$ cat src/hdl/irpfd_pkg.sv
`default_nettype none

package irpfd_pkg;

	localparam int unsigned WidthW = 16;

	typedef enum logic [2:0] {
		REG_MARK_MIN = 3'd0,
		REG_MARK_MAX = 3'd1,
		REG_ZERO_MIN = 3'd2,
		REG_ZERO_MAX = 3'd3,
		REG_ONE_MIN  = 3'd4,
		REG_ONE_MAX  = 3'd5
	} reg_idx_t;

	typedef enum logic [1:0] {
		FAULT_LEADER = 2'd0,
		FAULT_MARK   = 2'd1,
		FAULT_SPACE  = 2'd2,
		FAULT_COMPL  = 2'd3
	} fault_kind_t;

	localparam logic [15:0] LEAD0_MIN = 16'd28000;
	localparam logic [15:0] LEAD0_MAX = 16'd31000;
	localparam logic [15:0] LEAD1_MIN = 16'd48000;
	localparam logic [15:0] LEAD1_MAX = 16'd51000;
	localparam logic [15:0] LEAD2_MIN = 16'd3300;
	localparam logic [15:0] LEAD2_MAX = 16'd3500;
	localparam logic [15:0] LEAD3_MIN = 16'd1600;
	localparam logic [15:0] LEAD3_MAX = 16'd1700;

	localparam logic [15:0] MARK_MIN_RST = 16'd400;
	localparam logic [15:0] MARK_MAX_RST = 16'd470;
	localparam logic [15:0] ZERO_MIN_RST = 16'd390;
	localparam logic [15:0] ZERO_MAX_RST = 16'd450;
	localparam logic [15:0] ONE_MIN_RST  = 16'd1230;
	localparam logic [15:0] ONE_MAX_RST  = 16'd1290;

	typedef struct packed {
		logic [15:0] mark_min;
		logic [15:0] mark_max;
		logic [15:0] zero_min;
		logic [15:0] zero_max;
		logic [15:0] one_min;
		logic [15:0] one_max;
	} cfg_t;

	typedef struct packed {
		logic [7:0]  byte_value;
		logic [5:0]  byte_position;
		logic        frame_end;
		logic        fault;
		fault_kind_t fault_kind;
	} res_t;

	function automatic logic in_win(logic [15:0] w, logic [15:0] lo, logic [15:0] hi);
		return (w >= lo) && (w <= hi);
	endfunction

endpackage

`default_nettype wire

$ cat src/hdl/irpfd_if.sv
`default_nettype none

interface irpfd_sym_if;
	logic        valid;
	logic        ready;
	logic        level;
	logic [15:0] width_us;

	modport source (output valid, level, width_us, input ready);
	modport sink (input valid, level, width_us, output ready);
endinterface

interface irpfd_byte_if;
	logic       valid;
	logic       ready;
	logic [7:0] byte_value;
	logic [5:0] byte_position;
	logic       frame_end;
	logic       fault;
	logic [1:0] fault_kind;

	modport source (output valid, byte_value, byte_position, frame_end, fault, fault_kind,
		input ready);
	modport sink (input valid, byte_value, byte_position, frame_end, fault, fault_kind,
		output ready);
endinterface

`default_nettype wire

$ cat src/hdl/irpfd_cfg.sv
`default_nettype none

module irpfd_cfg (
	input  wire logic         clk,
	input  wire logic         arst_n,
	input  wire logic         psel,
	input  wire logic         penable,
	input  wire logic         pwrite,
	input  wire logic [4:0]   paddr,
	input  wire logic [31:0]  pwdata,
	output logic [31:0]       prdata,
	output logic              pready,
	output irpfd_pkg::cfg_t   cfg
);
	import irpfd_pkg::*;

	cfg_t     regs_q;
	reg_idx_t idx;
	logic     wr;

	assign idx    = reg_idx_t'(paddr[4:2]);
	assign wr     = psel && penable && pwrite;
	assign pready = 1'b1;
	assign cfg    = regs_q;

	always_ff @(posedge clk or negedge arst_n) begin
		if (!arst_n) begin
			regs_q.mark_min <= MARK_MIN_RST;
			regs_q.mark_max <= MARK_MAX_RST;
			regs_q.zero_min <= ZERO_MIN_RST;
			regs_q.zero_max <= ZERO_MAX_RST;
			regs_q.one_min  <= ONE_MIN_RST;
			regs_q.one_max  <= ONE_MAX_RST;
		end else if (wr) begin
			case (idx)
				REG_MARK_MIN: regs_q.mark_min <= pwdata[15:0];
				REG_MARK_MAX: regs_q.mark_max <= pwdata[15:0];
				REG_ZERO_MIN: regs_q.zero_min <= pwdata[15:0];
				REG_ZERO_MAX: regs_q.zero_max <= pwdata[15:0];
				REG_ONE_MIN:  regs_q.one_min  <= pwdata[15:0];
				REG_ONE_MAX:  regs_q.one_max  <= pwdata[15:0];
				default: ;
			endcase
		end
	end

	always_comb begin
		case (idx)
			REG_MARK_MIN: prdata = {16'd0, regs_q.mark_min};
			REG_MARK_MAX: prdata = {16'd0, regs_q.mark_max};
			REG_ZERO_MIN: prdata = {16'd0, regs_q.zero_min};
			REG_ZERO_MAX: prdata = {16'd0, regs_q.zero_max};
			REG_ONE_MIN:  prdata = {16'd0, regs_q.one_min};
			REG_ONE_MAX:  prdata = {16'd0, regs_q.one_max};
			default:      prdata = 32'd0;
		endcase
	end

endmodule

`default_nettype wire

$ cat src/hdl/irpfd_decode.sv
`default_nettype none

module irpfd_decode #(
	parameter int unsigned FRAME_BYTES  = 53,
	parameter int unsigned HEADER_BYTES = 3
) (
	input  wire logic            clk,
	input  wire logic            arst_n,
	input  wire logic            en,
	input  wire logic            level,
	input  wire logic [15:0]     width_us,
	input  wire irpfd_pkg::cfg_t cfg,
	output logic                 res_valid,
	output irpfd_pkg::res_t      res
);
	import irpfd_pkg::*;

	localparam logic [5:0] EndCount = 6'(FRAME_BYTES % 64);
	localparam logic [5:0] HdrCount = 6'(HEADER_BYTES);

	logic [2:0] leader_q, leader_d;
	logic [5:0] byte_cnt_q, byte_cnt_d;
	logic [7:0] shift_q, shift_d;
	logic [2:0] bit_cnt_q, bit_cnt_d;
	logic       exp_space_q, exp_space_d;
	logic       comp_next_q, comp_next_d;
	logic [7:0] prior_q, prior_d;
	logic       halted_q, halted_d;

	logic       lead_ok, is_zero, is_one;
	logic [7:0] new_byte;
	logic [5:0] next_cnt;

	always_comb begin
		leader_d    = leader_q;
		byte_cnt_d  = byte_cnt_q;
		shift_d     = shift_q;
		bit_cnt_d   = bit_cnt_q;
		exp_space_d = exp_space_q;
		comp_next_d = comp_next_q;
		prior_d     = prior_q;
		halted_d    = halted_q;
		res_valid   = 1'b0;
		res         = '{byte_value: 8'd0, byte_position: byte_cnt_q, frame_end: 1'b0,
			fault: 1'b1, fault_kind: FAULT_LEADER};

		case (leader_q[1:0])
			2'd0:    lead_ok = !level && in_win(width_us, LEAD0_MIN, LEAD0_MAX);
			2'd1:    lead_ok = level && in_win(width_us, LEAD1_MIN, LEAD1_MAX);
			2'd2:    lead_ok = !level && in_win(width_us, LEAD2_MIN, LEAD2_MAX);
			default: lead_ok = level && in_win(width_us, LEAD3_MIN, LEAD3_MAX);
		endcase
		is_zero  = level && in_win(width_us, cfg.zero_min, cfg.zero_max);
		is_one   = level && !is_zero && in_win(width_us, cfg.one_min, cfg.one_max);
		new_byte = shift_q | (8'(is_one) << bit_cnt_q);
		next_cnt = byte_cnt_q + 6'd1;

		if (halted_q) begin
			res_valid = 1'b0;
		end else if (!leader_q[2]) begin
			if (leader_q == 3'd0 && level) begin
				res_valid = 1'b0;
			end else if (!lead_ok) begin
				halted_d  = 1'b1;
				res_valid = 1'b1;
			end else begin
				leader_d = leader_q + 3'd1;
			end
		end else if (!exp_space_q) begin
			if (!level && !in_win(width_us, cfg.mark_min, cfg.mark_max)) begin
				halted_d       = 1'b1;
				res_valid      = 1'b1;
				res.fault_kind = FAULT_MARK;
			end else begin
				exp_space_d = 1'b1;
			end
		end else if (!is_zero && !is_one) begin
			halted_d       = 1'b1;
			res_valid      = 1'b1;
			res.fault_kind = FAULT_SPACE;
		end else begin
			exp_space_d = 1'b0;
			if (bit_cnt_q != 3'd7) begin
				bit_cnt_d = bit_cnt_q + 3'd1;
				shift_d   = new_byte;
			end else begin
				shift_d   = 8'd0;
				bit_cnt_d = 3'd0;
				res_valid = 1'b1;
				if (byte_cnt_q >= HdrCount && comp_next_q && prior_q != ~new_byte) begin
					halted_d       = 1'b1;
					res.fault_kind = FAULT_COMPL;
				end else begin
					if (byte_cnt_q >= HdrCount) begin
						if (!comp_next_q)
							prior_d = new_byte;
						comp_next_d = !comp_next_q;
					end
					res.byte_value = new_byte;
					res.fault      = 1'b0;
					res.frame_end  = (next_cnt == EndCount);
					byte_cnt_d     = next_cnt;
					if (next_cnt == EndCount) begin
						byte_cnt_d  = 6'd0;
						leader_d    = 3'd0;
						comp_next_d = 1'b0;
					end
				end
			end
		end
	end

	always_ff @(posedge clk or negedge arst_n) begin
		if (!arst_n) begin
			leader_q    <= 3'd0;
			byte_cnt_q  <= 6'd0;
			shift_q     <= 8'd0;
			bit_cnt_q   <= 3'd0;
			exp_space_q <= 1'b0;
			comp_next_q <= 1'b0;
			halted_q    <= 1'b0;
		end else if (en) begin
			leader_q    <= leader_d;
			byte_cnt_q  <= byte_cnt_d;
			shift_q     <= shift_d;
			bit_cnt_q   <= bit_cnt_d;
			exp_space_q <= exp_space_d;
			comp_next_q <= comp_next_d;
			halted_q    <= halted_d;
		end
	end

	// data byte kept for the complement check; read only after a write
	always_ff @(posedge clk) begin
		if (en)
			prior_q <= prior_d;
	end

endmodule

`default_nettype wire

$ cat src/hdl/ir_pulse_frame_decoder_top.sv
// IR pulse-distance frame decoder. Each sym beat is one line symbol (level, width in us);
// a four-symbol leader is checked against fixed windows, then mark/space pairs give bits
// LSB first, and every finished byte leaves as one rx beat, with frame_end on the last
// byte of the frame. A leader, mark, space or complement error gives one rx beat with
// fault set and fault_kind, after which every symbol is dropped until reset. One symbol
// is taken per clock while rx is not stalled; the input register takes the symbol,
// the window compares and shift run on it from that register, and the result
// register holds the outcome that shows on rx.
// The six timing windows sit in APB registers 0 to 5 at byte addresses 0x00 to 0x14 and
// should be written while no symbol is in flight.
`default_nettype none

module ir_pulse_frame_decoder_top #(
	parameter int unsigned FRAME_BYTES  = 53,
	parameter int unsigned HEADER_BYTES = 3
) (
	input  wire logic        clk,
	input  wire logic        arst_n,
	input  wire logic        psel,
	input  wire logic        penable,
	input  wire logic        pwrite,
	input  wire logic [4:0]  paddr,
	input  wire logic [31:0] pwdata,
	output logic [31:0]      prdata,
	output logic             pready,
	irpfd_sym_if.sink        sym,
	irpfd_byte_if.source     rx
);
	import irpfd_pkg::*;

	cfg_t        cfg;
	logic        v_s1, level_s1;
	logic [15:0] width_s1;
	logic        out_v_q;
	res_t        res_q, res;
	logic        res_valid, proc;

	assign proc      = v_s1 && (!out_v_q || rx.ready);
	assign sym.ready = !v_s1 || proc;

	irpfd_cfg u_cfg (
		.clk     (clk),
		.arst_n  (arst_n),
		.psel    (psel),
		.penable (penable),
		.pwrite  (pwrite),
		.paddr   (paddr),
		.pwdata  (pwdata),
		.prdata  (prdata),
		.pready  (pready),
		.cfg     (cfg)
	);

	irpfd_decode #(
		.FRAME_BYTES  (FRAME_BYTES),
		.HEADER_BYTES (HEADER_BYTES)
	) u_decode (
		.clk       (clk),
		.arst_n    (arst_n),
		.en        (proc),
		.level     (level_s1),
		.width_us  (width_s1),
		.cfg       (cfg),
		.res_valid (res_valid),
		.res       (res)
	);

	always_ff @(posedge clk or negedge arst_n) begin
		if (!arst_n) begin
			v_s1    <= 1'b0;
			out_v_q <= 1'b0;
		end else begin
			if (sym.ready)
				v_s1 <= sym.valid;
			if (proc)
				out_v_q <= res_valid;
			else if (rx.ready)
				out_v_q <= 1'b0;
		end
	end

	always_ff @(posedge clk) begin
		if (sym.ready) begin
			level_s1 <= sym.level;
			width_s1 <= sym.width_us;
		end
		if (proc && res_valid)
			res_q <= res;
	end

	assign rx.valid         = out_v_q;
	assign rx.byte_value    = res_q.byte_value;
	assign rx.byte_position = res_q.byte_position;
	assign rx.frame_end     = res_q.frame_end;
	assign rx.fault         = res_q.fault;
	assign rx.fault_kind    = res_q.fault_kind;

endmodule

`default_nettype wire

$ cat src/flat_wrapper.sv
// flat-port wrapper written by rule: the top's interface ports become plain ports
module ir_pulse_frame_decoder_top_flat import irpfd_pkg::*;
#(
	parameter int unsigned FRAME_BYTES  = 53,
	parameter int unsigned HEADER_BYTES = 3
)
  (clk, arst_n, psel, penable, pwrite, paddr, pwdata, prdata, pready, sym_valid, sym_level, sym_width_us, sym_ready, rx_valid, rx_byte_value, rx_byte_position, rx_frame_end, rx_fault, rx_fault_kind, rx_ready);
  irpfd_sym_if sym_i ();
  irpfd_byte_if rx_i ();
  input  wire logic clk;
  input  wire logic arst_n;
  input  wire logic psel;
  input  wire logic penable;
  input  wire logic pwrite;
  input  wire logic [4:0] paddr;
  input  wire logic [31:0] pwdata;
  output logic [31:0] prdata;
  output logic pready;
  input wire logic [$bits(sym_i.valid)-1:0] sym_valid;
  input wire logic [$bits(sym_i.level)-1:0] sym_level;
  input wire logic [$bits(sym_i.width_us)-1:0] sym_width_us;
  output wire logic [$bits(sym_i.ready)-1:0] sym_ready;
  output wire logic [$bits(rx_i.valid)-1:0] rx_valid;
  output wire logic [$bits(rx_i.byte_value)-1:0] rx_byte_value;
  output wire logic [$bits(rx_i.byte_position)-1:0] rx_byte_position;
  output wire logic [$bits(rx_i.frame_end)-1:0] rx_frame_end;
  output wire logic [$bits(rx_i.fault)-1:0] rx_fault;
  output wire logic [$bits(rx_i.fault_kind)-1:0] rx_fault_kind;
  input wire logic [$bits(rx_i.ready)-1:0] rx_ready;
  assign sym_i.valid = sym_valid;
  assign sym_i.level = sym_level;
  assign sym_i.width_us = sym_width_us;
  assign sym_ready = sym_i.ready;
  assign rx_valid = rx_i.valid;
  assign rx_byte_value = rx_i.byte_value;
  assign rx_byte_position = rx_i.byte_position;
  assign rx_frame_end = rx_i.frame_end;
  assign rx_fault = rx_i.fault;
  assign rx_fault_kind = rx_i.fault_kind;
  assign rx_i.ready = rx_ready;
  ir_pulse_frame_decoder_top #(.FRAME_BYTES(FRAME_BYTES), .HEADER_BYTES(HEADER_BYTES)) u_core (.clk(clk), .arst_n(arst_n), .psel(psel), .penable(penable), .pwrite(pwrite), .paddr(paddr), .pwdata(pwdata), .prdata(prdata), .pready(pready), .sym(sym_i), .rx(rx_i));
endmodule
$ cat config.mk
export PLATFORM = sky130hd
export DESIGN_NAME = ir_pulse_frame_decoder_top_flat
export DESIGN_NICKNAME = d
export VERILOG_FILES = /design/src/hdl/irpfd_pkg.sv /design/src/hdl/irpfd_if.sv /design/src/hdl/irpfd_cfg.sv /design/src/hdl/irpfd_decode.sv /design/src/hdl/ir_pulse_frame_decoder_top.sv /design/src/flat_wrapper.sv
export SDC_FILE = /design/constraint.sdc
export NUM_CORES = 1
export LEC_CHECK = 0
export BUFFER_PORTS_ARGS = -buffer_cell sky130_fd_sc_hd__buf_2
export CORE_ASPECT_RATIO = 0.8
export CORE_MARGIN = 2
export CORE_UTILIZATION = 35
export CTS_CLUSTER_SIZE = 8
export DETAILED_ROUTE_END_ITERATION = 12
export GPL_ROUTABILITY_DRIVEN = 0
export HOLD_SLACK_MARGIN = 0.02
export PLACE_DENSITY = 0.53
export SYNTH_ARGS = -nofsm -noshare
export SYNTH_HDL_FRONTEND = slang
export SYNTH_SLANG_ARGS = --single-unit
$ cat constraint.sdc
create_clock -name clk -period 5.3 [get_ports clk]
set_clock_uncertainty 0.2 [all_clocks]
set_input_delay 0.53 -clock clk [delete_from_list [all_inputs] [get_ports clk]]
set_output_delay 0.53 -clock clk [all_outputs]
set_load 0.005 [all_outputs]
==> Yosys cells after proc, flatten, opt, wreduce, memory -nomap -nowiden <==
Index checks and enable logic that the tools add are counted.
{ "op_classes": {"n_eq_ne": 16, "bitwise_logic": 9, "n_reduce_logical": 54, "mux": 40, "order_cmp": 15, "shifts": 1, "addsub": 3} }
{ "ops": {"columns": ["cell", "n"], "rows": [
  ["$pmux 16 s6", 1],
  ["$ge 16x16->1", 3],
  ["$le 16x16->1", 3],
  ["$mux 3", 9],
  ["$logic_and 1x1->1", 23],
  ["$mux 1", 23],
  ["$reduce_and 9->1", 2],
  ["$ge 16x11->1 const B", 1],
  ["$ge 16x12->1 const B", 1],
  ["$ge 16x15->1 const B", 1],
  ["$ge 16x16->1 const B", 1],
  ["$le 16x11->1 const B", 1],
  ["$le 16x12->1 const B", 1],
  ["$le 16x15->1 const B", 1],
  ["$le 16x16->1 const B", 1],
  ["$reduce_and 2->1", 7],
  ["$mux 2", 4],
  ["$mux 8", 1],
  ["$ne 2x2->1 const B", 4],
  ["$ne 8x8->1", 1],
  ["$not 8->8", 1],
  ["$or 8x8->8", 1],
  ["$reduce_and 8->1", 1],
  ["$shl 1x3->8", 1],
  ["25 further kinds", 45]
]} }
{ "word_totals": {"word_cells": 162, "out_inout_bits": 53, "input_bits": 61, "reg_bits": 164} }

==> Longest topological paths before layout <==
Gate-level depths: netlist of the first run.
{ "depth": {"word_depth": 17, "depth_mapped": 15, "depth_no_buf": 13} }

==> Hierarchy <==
From an unflattened synthesis of the first run, not the netlist that was laid out.
{ "unflattened": {"cells_unflattened": 981, "area_unflattened_um2": 10592.7} }
{ "modules_own_cells": {"columns": ["mod", "n_inst", "area_per_inst_um2", "seq_area_each_um2", "cells_per_inst"], "rows": [
  ["irpfd_decode", 1, 4809.6, 815.8, 602],
  ["irpfd_cfg", 1, 4636.9, 2436.1, 335],
  ["ir_pulse_frame_decoder_top", 1, 1146.1, 1101.1, 44]
]} }

==> Least setup slack after synthesis of the first run <==
No wires, ideal clock.
{ "synth_timing": {"kind": "flip-flop to flip-flop", "start": "register u_core.width_s1[5]", "end": "register u_core.res_q, in the netlist u_core.rx.byte_position[0], enable pin", "period_less_slack_ns": 4.662, "setup_ns": 0.416, "path_stages_with_launch": 15, "slack_ns": 0.638, "n_path_buf": 2, "arrival_time_ns": 4.046, "required_time_ns": 4.684, "path_cell_list": "edfxtp_1 -> ha_1 -> a21oi_1 -> o21ai_0 -> a221o_1 -> o31ai_1 -> a211oi_4 -> buf_4 -> a31oi_1 -> nor2b_1 -> clkbuf_1 -> nor2b_1 -> inv_1 -> a31oi_1 -> nor3_1"} }
{ "synth_between": {"elab_chain_cells": 13, "elab_cells_between_ends": 42, "cone_classes": "order compare (14); mux (8); reduce/logical (20)"} }
{ "synth_rtl": {"columns": ["item", "line", "text"], "rows": [
  ["from (decl)", "ir_pulse_frame_decoder_top.sv:33", "logic [15:0] width_s1;"],
  ["from (signal assigned)", "ir_pulse_frame_decoder_top.sv:85", "width_s1 <= sym.width_us;"],
  ["$ge 16x16->1 or $le 16x16->1 (tied branches)", "irpfd_pkg.sv:57", "return (w >= lo) && (w <= hi);"],
  ["$logic_and 1x1->1", "irpfd_pkg.sv:57", null],
  ["$logic_and 1x1->1", "irpfd_decode.sv:53", "is_zero = level && in_win(width_us, cfg.zero_min, cfg.zero_max);"],
  ["$logic_not 1->1", "irpfd_decode.sv:54, irpfd_decode.sv:77", null],
  ["$logic_and 1x1->1 (2 in a row)", "irpfd_decode.sv:54", "is_one = level && !is_zero && in_win(width_us, cfg.one_min, cfg.one_max);"],
  ["$logic_not 1->1", "irpfd_decode.sv:77", "end else if (!is_zero && !is_one) begin"],
  ["$logic_and 1x1->1", "irpfd_decode.sv:77", null],
  ["$mux 1", "irpfd_decode.sv:77", null],
  ["$mux 1", "irpfd_decode.sv:69", "end else if (!exp_space_q) begin"],
  ["$mux 1 *", "irpfd_decode.sv:60", "end else if (!leader_q[2]) begin"],
  ["$mux 1 *", "irpfd_decode.sv:58", "if (halted_q) begin"],
  ["$logic_and 1x1->1 *", "ir_pulse_frame_decoder_top.sv:87", "if (proc && res_valid)"],
  ["to (signal assigned)", "ir_pulse_frame_decoder_top.sv:88", "res_q <= res;"],
  ["to (decl)", "ir_pulse_frame_decoder_top.sv:35", "res_t res_q, res;"]
]} }
Every way passes the cells marked *; elsewhere a longest branch is shown, timed or not.
A chain may end at the register's enable or synchronous reset.

==> Worst setup path in the final report of the first run <==
{ "layout_timing": {"start": "register u_core.width_s1[6]", "end": "register u_core.res_q, in the netlist u_core.rx.frame_end, data pin"} }
{ "layout_between": {"elab_chain_cells": 12, "elab_cells_between_ends": 18, "cone_classes": "order compare (4); eq/ne (1); shift (1); bitwise (2); reduce/logical (10)"} }
{ "layout_rtl": {"columns": ["item", "line", "text"], "rows": [
  ["$ge 16x16->1 or $le 16x16->1 (tied branches)", "irpfd_pkg.sv:57", null],
  ["$logic_and 1x1->1", "irpfd_pkg.sv:57", null],
  ["$logic_and 1x1->1", "irpfd_decode.sv:53", null],
  ["$logic_not 1->1", "irpfd_decode.sv:54, irpfd_decode.sv:77", null],
  ["$logic_and 1x1->1 (2 in a row)", "irpfd_decode.sv:54", null],
  ["$shl 1x3->8", "irpfd_decode.sv:55", "new_byte = shift_q | (8'(is_one) << bit_cnt_q);"],
  ["$or 8x8->8", "irpfd_decode.sv:55", null],
  ["$not 8->8", "irpfd_decode.sv:90", "if (byte_cnt_q >= HdrCount && comp_next_q && prior_q != ~new_byte) begin"],
  ["$ne 8x8->1", "irpfd_decode.sv:90", null],
  ["$logic_and 1x1->1", "irpfd_decode.sv:90", null],
  ["$reduce_or 6->1 (no line) *", null, null]
]} }
Marks and branches as above.

==> results of run 1 <==
-- flip-flops by register name, indices dropped and copies added, names as in the netlist, 2 cells and up --
| signal | count |
|---|---|
| u_core.rx.fault_kind | 2 |
| u_core.u_decode.prior_q | 8 |
| u_core.width_s1 | 16 |
| u_core.u_decode.byte_cnt_q | 6 |
| u_core.u_decode.shift_q | 8 |
| u_core.rx.byte_value | 8 |
| u_core.u_decode.leader_q | 3 |
| u_core.u_cfg.cfg | 96 |
| u_core.u_decode.bit_cnt_q | 3 |
| u_core.rx.byte_position | 6 |
-- synthesized netlist by cell type (all sizes together), types with 8 or more instances --
library cell,instances
nand2,128
o21ai,120
inv,109
ha,104
dfrtp,94
a21oi,43
edfxtp,43
nor2,36
clkbuf,32
dfstp,27
buf,22
a21o,19
nor2b,19
nand3,18
nand4,18
a221oi,16
a31oi,13
nor3,13
o221ai,13
mux2,10
a22oi,9
nor3b,8
o211ai,8
-- per-stage QoR --
stage,total power (uW),instances
5_1_grt,3970,1490
2_1_floorplan,2170,1038
3_3_place_gp,2490,1458
6_report,3760,1490
4_1_cts,3780,1490
3_5_place_dp,2510,1458
-- kinds of logic (layout without fill, tap and decap cells) --
group,after synthesis,after routing,share of synthesized area [%]
AO/OA/AOI/OAI,292,292,19.1
XOR/XNOR,8,8,0.721
adder cells (fa/ha/maj),104,104,13.4
buffers and inverters,164,252,7.08
flip-flops,164,164,44.8
multiplexers,10,10,1.16
other,2,17,0.0772
AND/OR/NAND/NOR,279,279,13.7
-- layer usage --
| metal | vias to the layer above | track usage [%] | share of wire, % |
|---|---|---|---|
| met5 | - | 0 | 0 |
| met4 | 0 | 5.43 | 1.5 |
| met3 | 27 | 4.36 | 6.8 |
| met2 | 243 | 29.5 | 41 |
| met1 | 3800 | 33.1 | 51 |
| li1 | 3813 | - | - |
-- worst register-to-register path: stages (launching register included) --
cell and delay (ns):
edfxtp_1 0.69, ha_1 0.47, o2111a_1 0.20, a221oi_1 0.12
o41ai_1 0.82, a211oi_4 0.26, buf_4 0.22, o311ai_0 0.36
nand4_1 0.19, o31a_1 0.43, or3_1 0.53, nor2_1 0.19
-- cell type report --
type / count / area (um^2) / area share (%)
sequential: 164 / 4350 / 38.8
timing repair buffer: 111 / 643 / 5.73
clock buffer: 17 / 425 / 3.79
clock inverter: 14 / 151 / 1.35
inverter: 110 / 413 / 3.68
tap: 364 / 455 / 4.06
multi-input combinational: 710 / 4780 / 42.6
-- path summary, 6_finish.rpt --
path                       slack [ns]                                    from  depth (start not counted)                                endpoint
setup / recovery                 0.50            u_core.width_s1[6]$_DFFE_PP_                         11       u_core.rx.frame_end$_SDFFCE_PP0P_
hold reg to reg                  0.30  u_core.u_decode.shift_q[0]$_DFFE_PN0P_                          2  u_core.u_decode.shift_q[0]$_DFFE_PN0P_
hold / removal                   0.06                         sym_width_us[2]                          1            u_core.width_s1[2]$_DFFE_PP_
max in group asynchronous        3.32                                  arst_n                          3        u_core.u_cfg.cfg[88]$_DFFE_PN1P_
setup reg to reg                 0.50            u_core.width_s1[6]$_DFFE_PP_                         11       u_core.rx.frame_end$_SDFFCE_PP0P_
min in group asynchronous        0.51                                  arst_n                          2        u_core.u_cfg.cfg[51]$_DFFE_PN0P_
-- power breakdown --
group	internal (uW)	switching [uW]	leakage, uW
Sequential	1510	101	0.00186
Clock	698	564	0.000281
Combinational	341	553	0.00299
==> flow_summary.toml, run 1 <==
[cells_and_area]
nFillCells = 2757
syn_to_final_growth_pct = 15.4
fin_area_mm2 = 0.0112
final_core_util_pct = 41.1
fin_nets = 1279
antennaDiodeCount = 0
drive_gt1_share_pct = 17.2
final_cell_mix = "nand2_1, o21ai_0, inv_1"
final_common_cell = "nand2_1"

[logic_synthesis]
ys_types = 63
synth_top_area_share_pct = 24.2
syn_area_per_cell_um2 = 9.50
synthArstFlopShare_pct = 73.8
synth_area_mm2 = 0.00972
yosysSeqAreaShare_pct = 44.8
ys.flop_type = "dfrtp_1"
synth.ff_latch_count = 164
synth-edff-count = 43
synth_top_area_cell = "dfrtp_1"
synthCells = 1023
ys_top_cells_by_area = "dfrtp_1, ha_1, edfxtp_1"
ys_warn_count = 0

[floorplanning]
io_pins = 114
fp.dieH_um = 153
core.rowCount = 54
fp.coreArea_mm2 = 0.0273
die_w_um = 190
initial_core_util_pct = 35.6
die_area_mm2 = 0.0291

[drt]
routed_wl_mm = 29.8
dr.pass1.iters = 7
drt-initial-drc-count = 827
wl_per_cell_um = 20.0
via_count = 7883
drt.antenna.violating_nets = 0
route.detailed.drc = 0
vias_per_cell = 5.29

[critical_path]
critical_path.top_delay_family = "compound AO/OA/AOI/OAI gates"
path_max_fanout = 15
slowest_stage = "o41ai_1"
critical_path.max_stage_delay_ns = 0.82
required_ns = 5.39
end_kind = "register"
crit_chain = "ha_1 > o2111a_1 > a221oi_1 > o41ai_1 > a211oi_4 > buf_4 > o311ai_0 > nand4_1 > o31a_1 > or3_1 > nor2_1"
worst-path-buf-inv = 1
start_kind = "register"
critPathArrivalTime_ns = 4.90
worstSetupPathType = "register to register"

[clock_tree]
numCtsBuffers = 17
cts_resized = 0
cts_tree = "yes"
clockBufferDepth = 2
cts-root-buf = "clkbuf_16"
clk_pin_slew_ns = 0.07
ctsHoldBuffers = 1
cts_max_level = 4
cts_sinks = 164
cts_setup_buffers = 0
clock_latency_ns = 0.44

[placement]
placed_cell_area_mm2 = 0.0106
place_hpwl_mm = 22.0
place_ws_ns = 0.431
portBuffers = 78

[timing]
relSlewSlack_pct = 24.1
period_minus_slack_ns = 4.80
finalSetupTns_ns = 0
worst_slew_pin_slew_ns = 1.13
fmaxAchievable_ghz = 0.208
hold_ws_ns = 0.0646
setup_viol = 0
rsz0062_at_grt = "no"
fin_crit_sh_pct = 90.6
hold_violations = 0
setup_slack_ns = 0.497
slew_viol_final = 0

[global_route]
grt_overflow = 0
antenna_found_initial = 0
grt_util_all_layers_pct = 21.2
grt_pass1_vias = 7673
grt_max_degree = 61
grt_pass1_wl_mm = 46.4

[status]
outcome = "complete, no violations"

[power]
cellPowerDensity_mw_per_mm2 = 336
p_leak_uw = 0.00513
vdd_ir_drop_max_mv = 0.248

[hold_path]
hold_class = "input pin to register"

[job]
drv_cap = 0
No activity file was read; power rests on OpenSTA's default activity.
==> run 2, diff against run 1 <==
--- a/config.mk
+++ b/config.mk
@@ -7,7 +7,6 @@
 export LEC_CHECK = 0
 export BUFFER_PORTS_ARGS = -buffer_cell sky130_fd_sc_hd__buf_2
 export CORE_ASPECT_RATIO = 0.8
-export CORE_MARGIN = 2
 export CORE_UTILIZATION = 35
 export CTS_CLUSTER_SIZE = 8
 export DETAILED_ROUTE_END_ITERATION = 12
==> run 2 against run 1 <==
Net effect:
- the flow now finishes with violations (design-rule violations)
- largest power group unchanged
- die area shrank 2.3%
- via count grew 0.96%
- critical path type unchanged
- routed wire length shrank 0.74%
- critical endpoint is now u_core.rx.fault$_SDFFCE_PP1P_
==> flow_summary.toml, run 2 (synthesized netlist as in run 1, its figures left out) <==
[clock_tree]
clock_latency_ns = 0.45
cts_tree = "yes"
cts-root-buf = "clkbuf_16"
numCtsBuffers = 17
clockBufferDepth = 2
cts_setup_buffers = 0
ctsHoldBuffers = 0
clk_pin_slew_ns = 0.07
cts_max_level = 4
cts_resized = 0
cts_sinks = 164

[floorplanning]
die_area_mm2 = 0.0285
fp.dieH_um = 151
initial_core_util_pct = 35.6
die_w_um = 188
fp.coreArea_mm2 = 0.0273
io_pins = 114
core.rowCount = 54

[power]
cellPowerDensity_mw_per_mm2 = 333
power.internal_uw = 2500
p_seq_share_pct = 43.2
p_comb_share_pct = 23.9
p_leak_uw = 0.00510
switching_share_pct = 32.9
clockPowerShare_pct = 32.9
vdd_ir_drop_max_mv = 0.238
p_switching_uw = 1230
power_uw = 3720

[drt]
dr.pass1.iters = 11
drt.antenna.violating_nets = 0
vias_per_cell = 5.35
drt-initial-drc-count = 708
wl_per_cell_um = 19.9
route.detailed.drc = 2
routed_wl_mm = 29.6
via_count = 7959

[critical_path]
worstSetupPathType = "register to register"
end_kind = "register"
path_max_fanout = 14
slowest_stage = "a211oi_4"
start_kind = "register"
r2r-start = "u_core.width_s1[13]$_DFFE_PP_"
r2r-end = "u_core.rx.fault$_SDFFCE_PP1P_"
rrSetupSlack_ns = 0.53
crit_chain = "ha_1 > nand4_1 > nor4_1 > nand4_1 > o31a_1 > a211oi_4 > a31oi_1 > xnor2_1 > nand4_1 > o31a_1 > or3_1"
required_ns = 5.22
r2r_cells = 11
critical_path.max_stage_delay_ns = 0.60
critPathArrivalTime_ns = 4.70
crit_top_cell = "nand4_1"

[global_route]
grt_pass1_wl_mm = 45.1
grt_util_all_layers_pct = 21.4
grt_overflow = 0
grt_pass1_vias = 7568
gr-usage-met1_pct = 32.3
grtUsageMet3_pct = 5.49
antenna_found_initial = 0
grt_max_degree = 67
top_usage_layer = "met1"
use_met2_pct = 29.5

[placement]
portBuffers = 78
placedCellCount = 1457
place_hpwl_mm = 22.1

[cells_and_area]
final_common_cell = "nand2_1"
final_cell_mix = "nand2_1, o21ai_0, inv_1"
finalNonFillerCells = 1489
drive_gt1_share_pct = 17.0
final_core_util_pct = 41.0
antennaDiodeCount = 0
syn_to_final_growth_pct = 15.0
fin_nets = 1277
largest_register_ffs = 96

[timing]
setup_viol = 0
slew_viol_final = 0
rsz0062_at_grt = "no"
hold_ws_ns = 0.0117
fmaxAchievable_ghz = 0.209
fin_crit_sh_pct = 90.1
relSlewSlack_pct = 19.3
finalSetupTns_ns = 0
worst_slew_pin_slew_ns = 1.20
hold_violations = 0
period_minus_slack_ns = 4.77

[job]
drv_cap = 0

[status]
failed_checks = "design-rule violations"
outcome = "finished, violations left"

[hold_path]
hold_class = "input pin to asynchronous set/reset pin"
[run 2: cell types whose count changed in the layout (fill, tap and decap cells not counted), moves of 2 or more]
| cell | previous run | this run |
|---|---|---|
| inv_6 | 6 | 3 |
| clkinv_2 | 3 | 1 |
| clkinv_1 | 1 | 3 |
| clkinv_4 | 1 | 3 |
[run 2: metrics by stage]
step	cell area, um^2	setup slack (ns)
detailed placement	10600	0.611
floorplan	9780	0.638
finish	11200	0.527
global route	11200	0.217
CTS	11200	0.595
global placement	10600	0.588
[run 2: worst max path at each step]
| stage | startpoint | end | depth (start not counted) |
|---|---|---|---|
| after global routing | u_core.width_s1[3]$_DFFE_PP_ | u_core.rx.byte_value[3]$_SDFFCE_PP0P_ | 12 |
| after CTS | u_core.width_s1[13]$_DFFE_PP_ | u_core.rx.byte_value[3]$_SDFFCE_PP0P_ | 12 |
| final | u_core.width_s1[13]$_DFFE_PP_ | u_core.rx.fault$_SDFFCE_PP1P_ | 11 |
| after floorplan | u_core.width_s1[5]$_DFFE_PP_ | u_core.rx.byte_position[0]$_DFFE_PP_ | 14 |
| after global placement | u_core.width_s1[7]$_DFFE_PP_ | u_core.rx.fault$_SDFFCE_PP1P_ | 11 |
| after detailed placement | u_core.width_s1[7]$_DFFE_PP_ | u_core.rx.fault$_SDFFCE_PP1P_ | 11 |
[run 2: per-layer routing]
layer / part of all wire (%) / up-vias
li1: - / 3807
met1: 50 / 3859
met2: 40 / 265
met3: 8.2 / 28
met4: 1.4 / 0
met5: 0 / -
[run 2: power by group through the flow]
stage | clock network, uW | logic [uW] | registers [uW]
floorplan | 0 | 577 | 1600
global placement | 0 | 857 | 1620
detailed placement | 0 | 879 | 1630
CTS | 1250 | 884 | 1600
global route | 1300 | 1010 | 1630
finish | 1230 | 891 | 1610
[run 2: final cells by class]
cell class	count	area, um^2
repair buffers	109	626
flip-flops and latches	164	4350
well taps	364	455
inverters	110	413
clock inverters	14	129
multi-input cells	710	4780
clock buffers	18	429
fillers	2752	16100
[run 2: worst max-delay path, delay by kind of cell (launching register included)]
family                   cells  cell delay, ns
AO/OA/AOI/OAI                4            1.47
XOR/XNOR                     1            0.21
adder cells (fa/ha/maj)      1            0.38
flip-flops                   1            0.56
AND/OR/NAND/NOR              5            1.59
==> run 3, diff against run 2 <==
--- a/config.mk
+++ b/config.mk
@@ -8,11 +8,13 @@
 export BUFFER_PORTS_ARGS = -buffer_cell sky130_fd_sc_hd__buf_2
 export CORE_ASPECT_RATIO = 0.8
 export CORE_UTILIZATION = 35
+export CTS_BUF_LIST = sky130_fd_sc_hd__clkbuf_8
 export CTS_CLUSTER_SIZE = 8
 export DETAILED_ROUTE_END_ITERATION = 12
 export GPL_ROUTABILITY_DRIVEN = 0
 export HOLD_SLACK_MARGIN = 0.02
 export PLACE_DENSITY = 0.53
+export SKIP_LAST_GASP = 1
 export SYNTH_ARGS = -nofsm -noshare
 export SYNTH_HDL_FRONTEND = slang
 export SYNTH_SLANG_ARGS = --single-unit
==> run 3 against run 2 <==
Net effect:
- the flow still finishes with violations (design-rule violations)
- first-iteration DRC count rose by 4.4%
- via count rose by 0.78%
- die area did not move
- sequential share of layout area barely moved
- global-route usage fell by 0.11 points
- worst setup slack improved by 0.0050 ns
==> flow_summary.toml, run 3 (synthesized netlist as in run 1, its figures left out) <==
[critical_path]
rrSetupSlack_ns = 0.53
worstSetupPathType = "register to register"
r2r_cells = 12
r2r-start = "u_core.width_s1[13]$_DFFE_PP_"
path_max_fanout = 14
cp-startpoint = "u_core.width_s1[13]$_DFFE_PP_"
required_ns = 5.45
end_kind = "register"
r2r-end = "u_core.rx.byte_value[3]$_SDFFCE_PP0P_"
start_kind = "register"
critPathArrivalTime_ns = 4.92

[cells_and_area]
antennaDiodeCount = 0
syn_to_final_growth_pct = 15.0
final_cell_mix = "nand2_1, o21ai_0, inv_1"
fin_nets = 1296
final_common_cell = "nand2_1"
final_core_util_pct = 41.0
drive_gt1_share_pct = 16.7
largest_register_ffs = 96

[timing]
finalSetupTns_ns = 0
hold_ws_ns = 0.113
relSlewSlack_pct = 19.2
setup_viol = 0
period_minus_slack_ns = 4.77
worst_slew_pin_slew_ns = 1.20
setup_slack_ns = 0.532
slew_viol_final = 0
rsz0062_at_grt = "no"
fmaxAchievable_ghz = 0.210
hold_violations = 0
fin_crit_sh_pct = 90.0

[hold_path]
holdPathStages = 3
min_from = "pwdata[1]"
hold_class = "input pin to register"
hold_end = "u_core.u_cfg.cfg[65]$_DFFE_PN1P_"

[clock_tree]
cts_resized = 0
clk_pin_slew_ns = 0.10
cts_tree = "yes"
cts-root-buf = "clkbuf_8"
numCtsBuffers = 17
clockBufferDepth = 2
cts_max_level = 4
cts_sinks = 164
clock_latency_ns = 0.49

[global_route]
antenna_found_initial = 0
grt_overflow = 0
grt_pass1_vias = 7534
grt_util_all_layers_pct = 21.3
grt_pass1_wl_mm = 45.1
grt_max_degree = 67

[drt]
route.detailed.drc = 2
wl_per_cell_um = 19.6
drt.antenna.violating_nets = 0
via_count = 8021
drt-initial-drc-count = 739
vias_per_cell = 5.32
dr.pass1.iters = 9
routed_wl_mm = 29.6

[job]
drv_cap = 0

[placement]
place_hpwl_mm = 22.1
portBuffers = 78
place_ws_ns = 0.611

[floorplanning]
die_w_um = 188
initial_core_util_pct = 35.6
fp.coreArea_mm2 = 0.0273
fp.dieH_um = 151
core.rowCount = 54
die_area_mm2 = 0.0285
io_pins = 114

[status]
outcome = "finished, violations left"
failed_checks = "design-rule violations"

[power]
vdd_ir_drop_max_mv = 0.164
cellPowerDensity_mw_per_mm2 = 305
p_leak_uw = 0.00510
-- run 3: changes by cell type in the layout (fill, tap and decap cells not counted), sizes merged --
cell	previous run	this run
clkbuf	18	17
dlygate4sd3	0	19
inv	113	114
-- run 3: worst max-delay path, stage by stage, from the launching register on --
cell	delay, ns
edfxtp_1	0.57
ha_1	0.38
nand4_1	0.18
nor4_1	0.58
nand4_1	0.17
o31a_1	0.16
a211oi_4	0.60
a31oi_1	0.29
xnor2_1	0.21
nand4_1	0.13
o31a_1	0.42
or3_1	0.54
nor2b_1	0.18
-- run 3: what timing repair did --
action | in CTS | in global routing
setup buffers | 0 | 0
hold buffers | 19 | 0
endpoints found under the hold margin | 58 | 0
endpoints found under the setup margin | 0 | 0
-- run 3: area by class of cell --
cell class / count / area [um^2]
Clock inverter: 15 / 133
Multi-Input combinational cell: 710 / 4780
Clock buffer: 17 / 234
Sequential cell: 164 / 4350
Timing Repair Buffer: 128 / 816
Inverter: 110 / 413
Tap cell: 364 / 455
Fill cell: 2783 / 16100
-- run 3: per-layer routing --
layer,routed length (um),up-vias,GRT usage [%],part of all wire (%)
met5,0,-,0,0
met1,15400,3916,33.0,52
met3,1880,17,4.12,6.3
met2,12100,245,29.9,41
met4,241,0,4.88,0.81
li1,-,3843,-,-
-- run 3: power by group --
| part | switching, uW | internal [uW] | total (uW) | leakage (uW) |
|---|---|---|---|---|
| logic | 557 | 348 | 904 | 0.00306 |
| registers | 100 | 1510 | 1610 | 0.00186 |
| clock network | 525 | 374 | 899 | 0.000181 |
| total | 1180 | 2230 | 3410 | 0.00510 |
-- run 3: through the flow --
stage,instances,area [um^2],power [uW]
4_1_cts,1508,11200,3420
5_1_grt,1508,11200,3620
3_5_place_dp,1457,10600,2510
2_1_floorplan,1038,9780,2170
3_3_place_gp,1457,10600,2480
6_report,1508,11200,3410
-- run 3: how the worst max path moves through the flow --
stage | endpoint | slack (ns)
2_1_floorplan | u_core.rx.byte_position[0]$_DFFE_PP_ | 0.64
3_3_place_gp | u_core.rx.fault$_SDFFCE_PP1P_ | 0.59
3_5_place_dp | u_core.rx.fault$_SDFFCE_PP1P_ | 0.61
4_1_cts | u_core.rx.byte_value[3]$_SDFFCE_PP0P_ | 0.59
5_1_grt | u_core.rx.byte_value[3]$_SDFFCE_PP0P_ | 0.21
6_report | u_core.rx.byte_value[3]$_SDFFCE_PP0P_ | 0.53
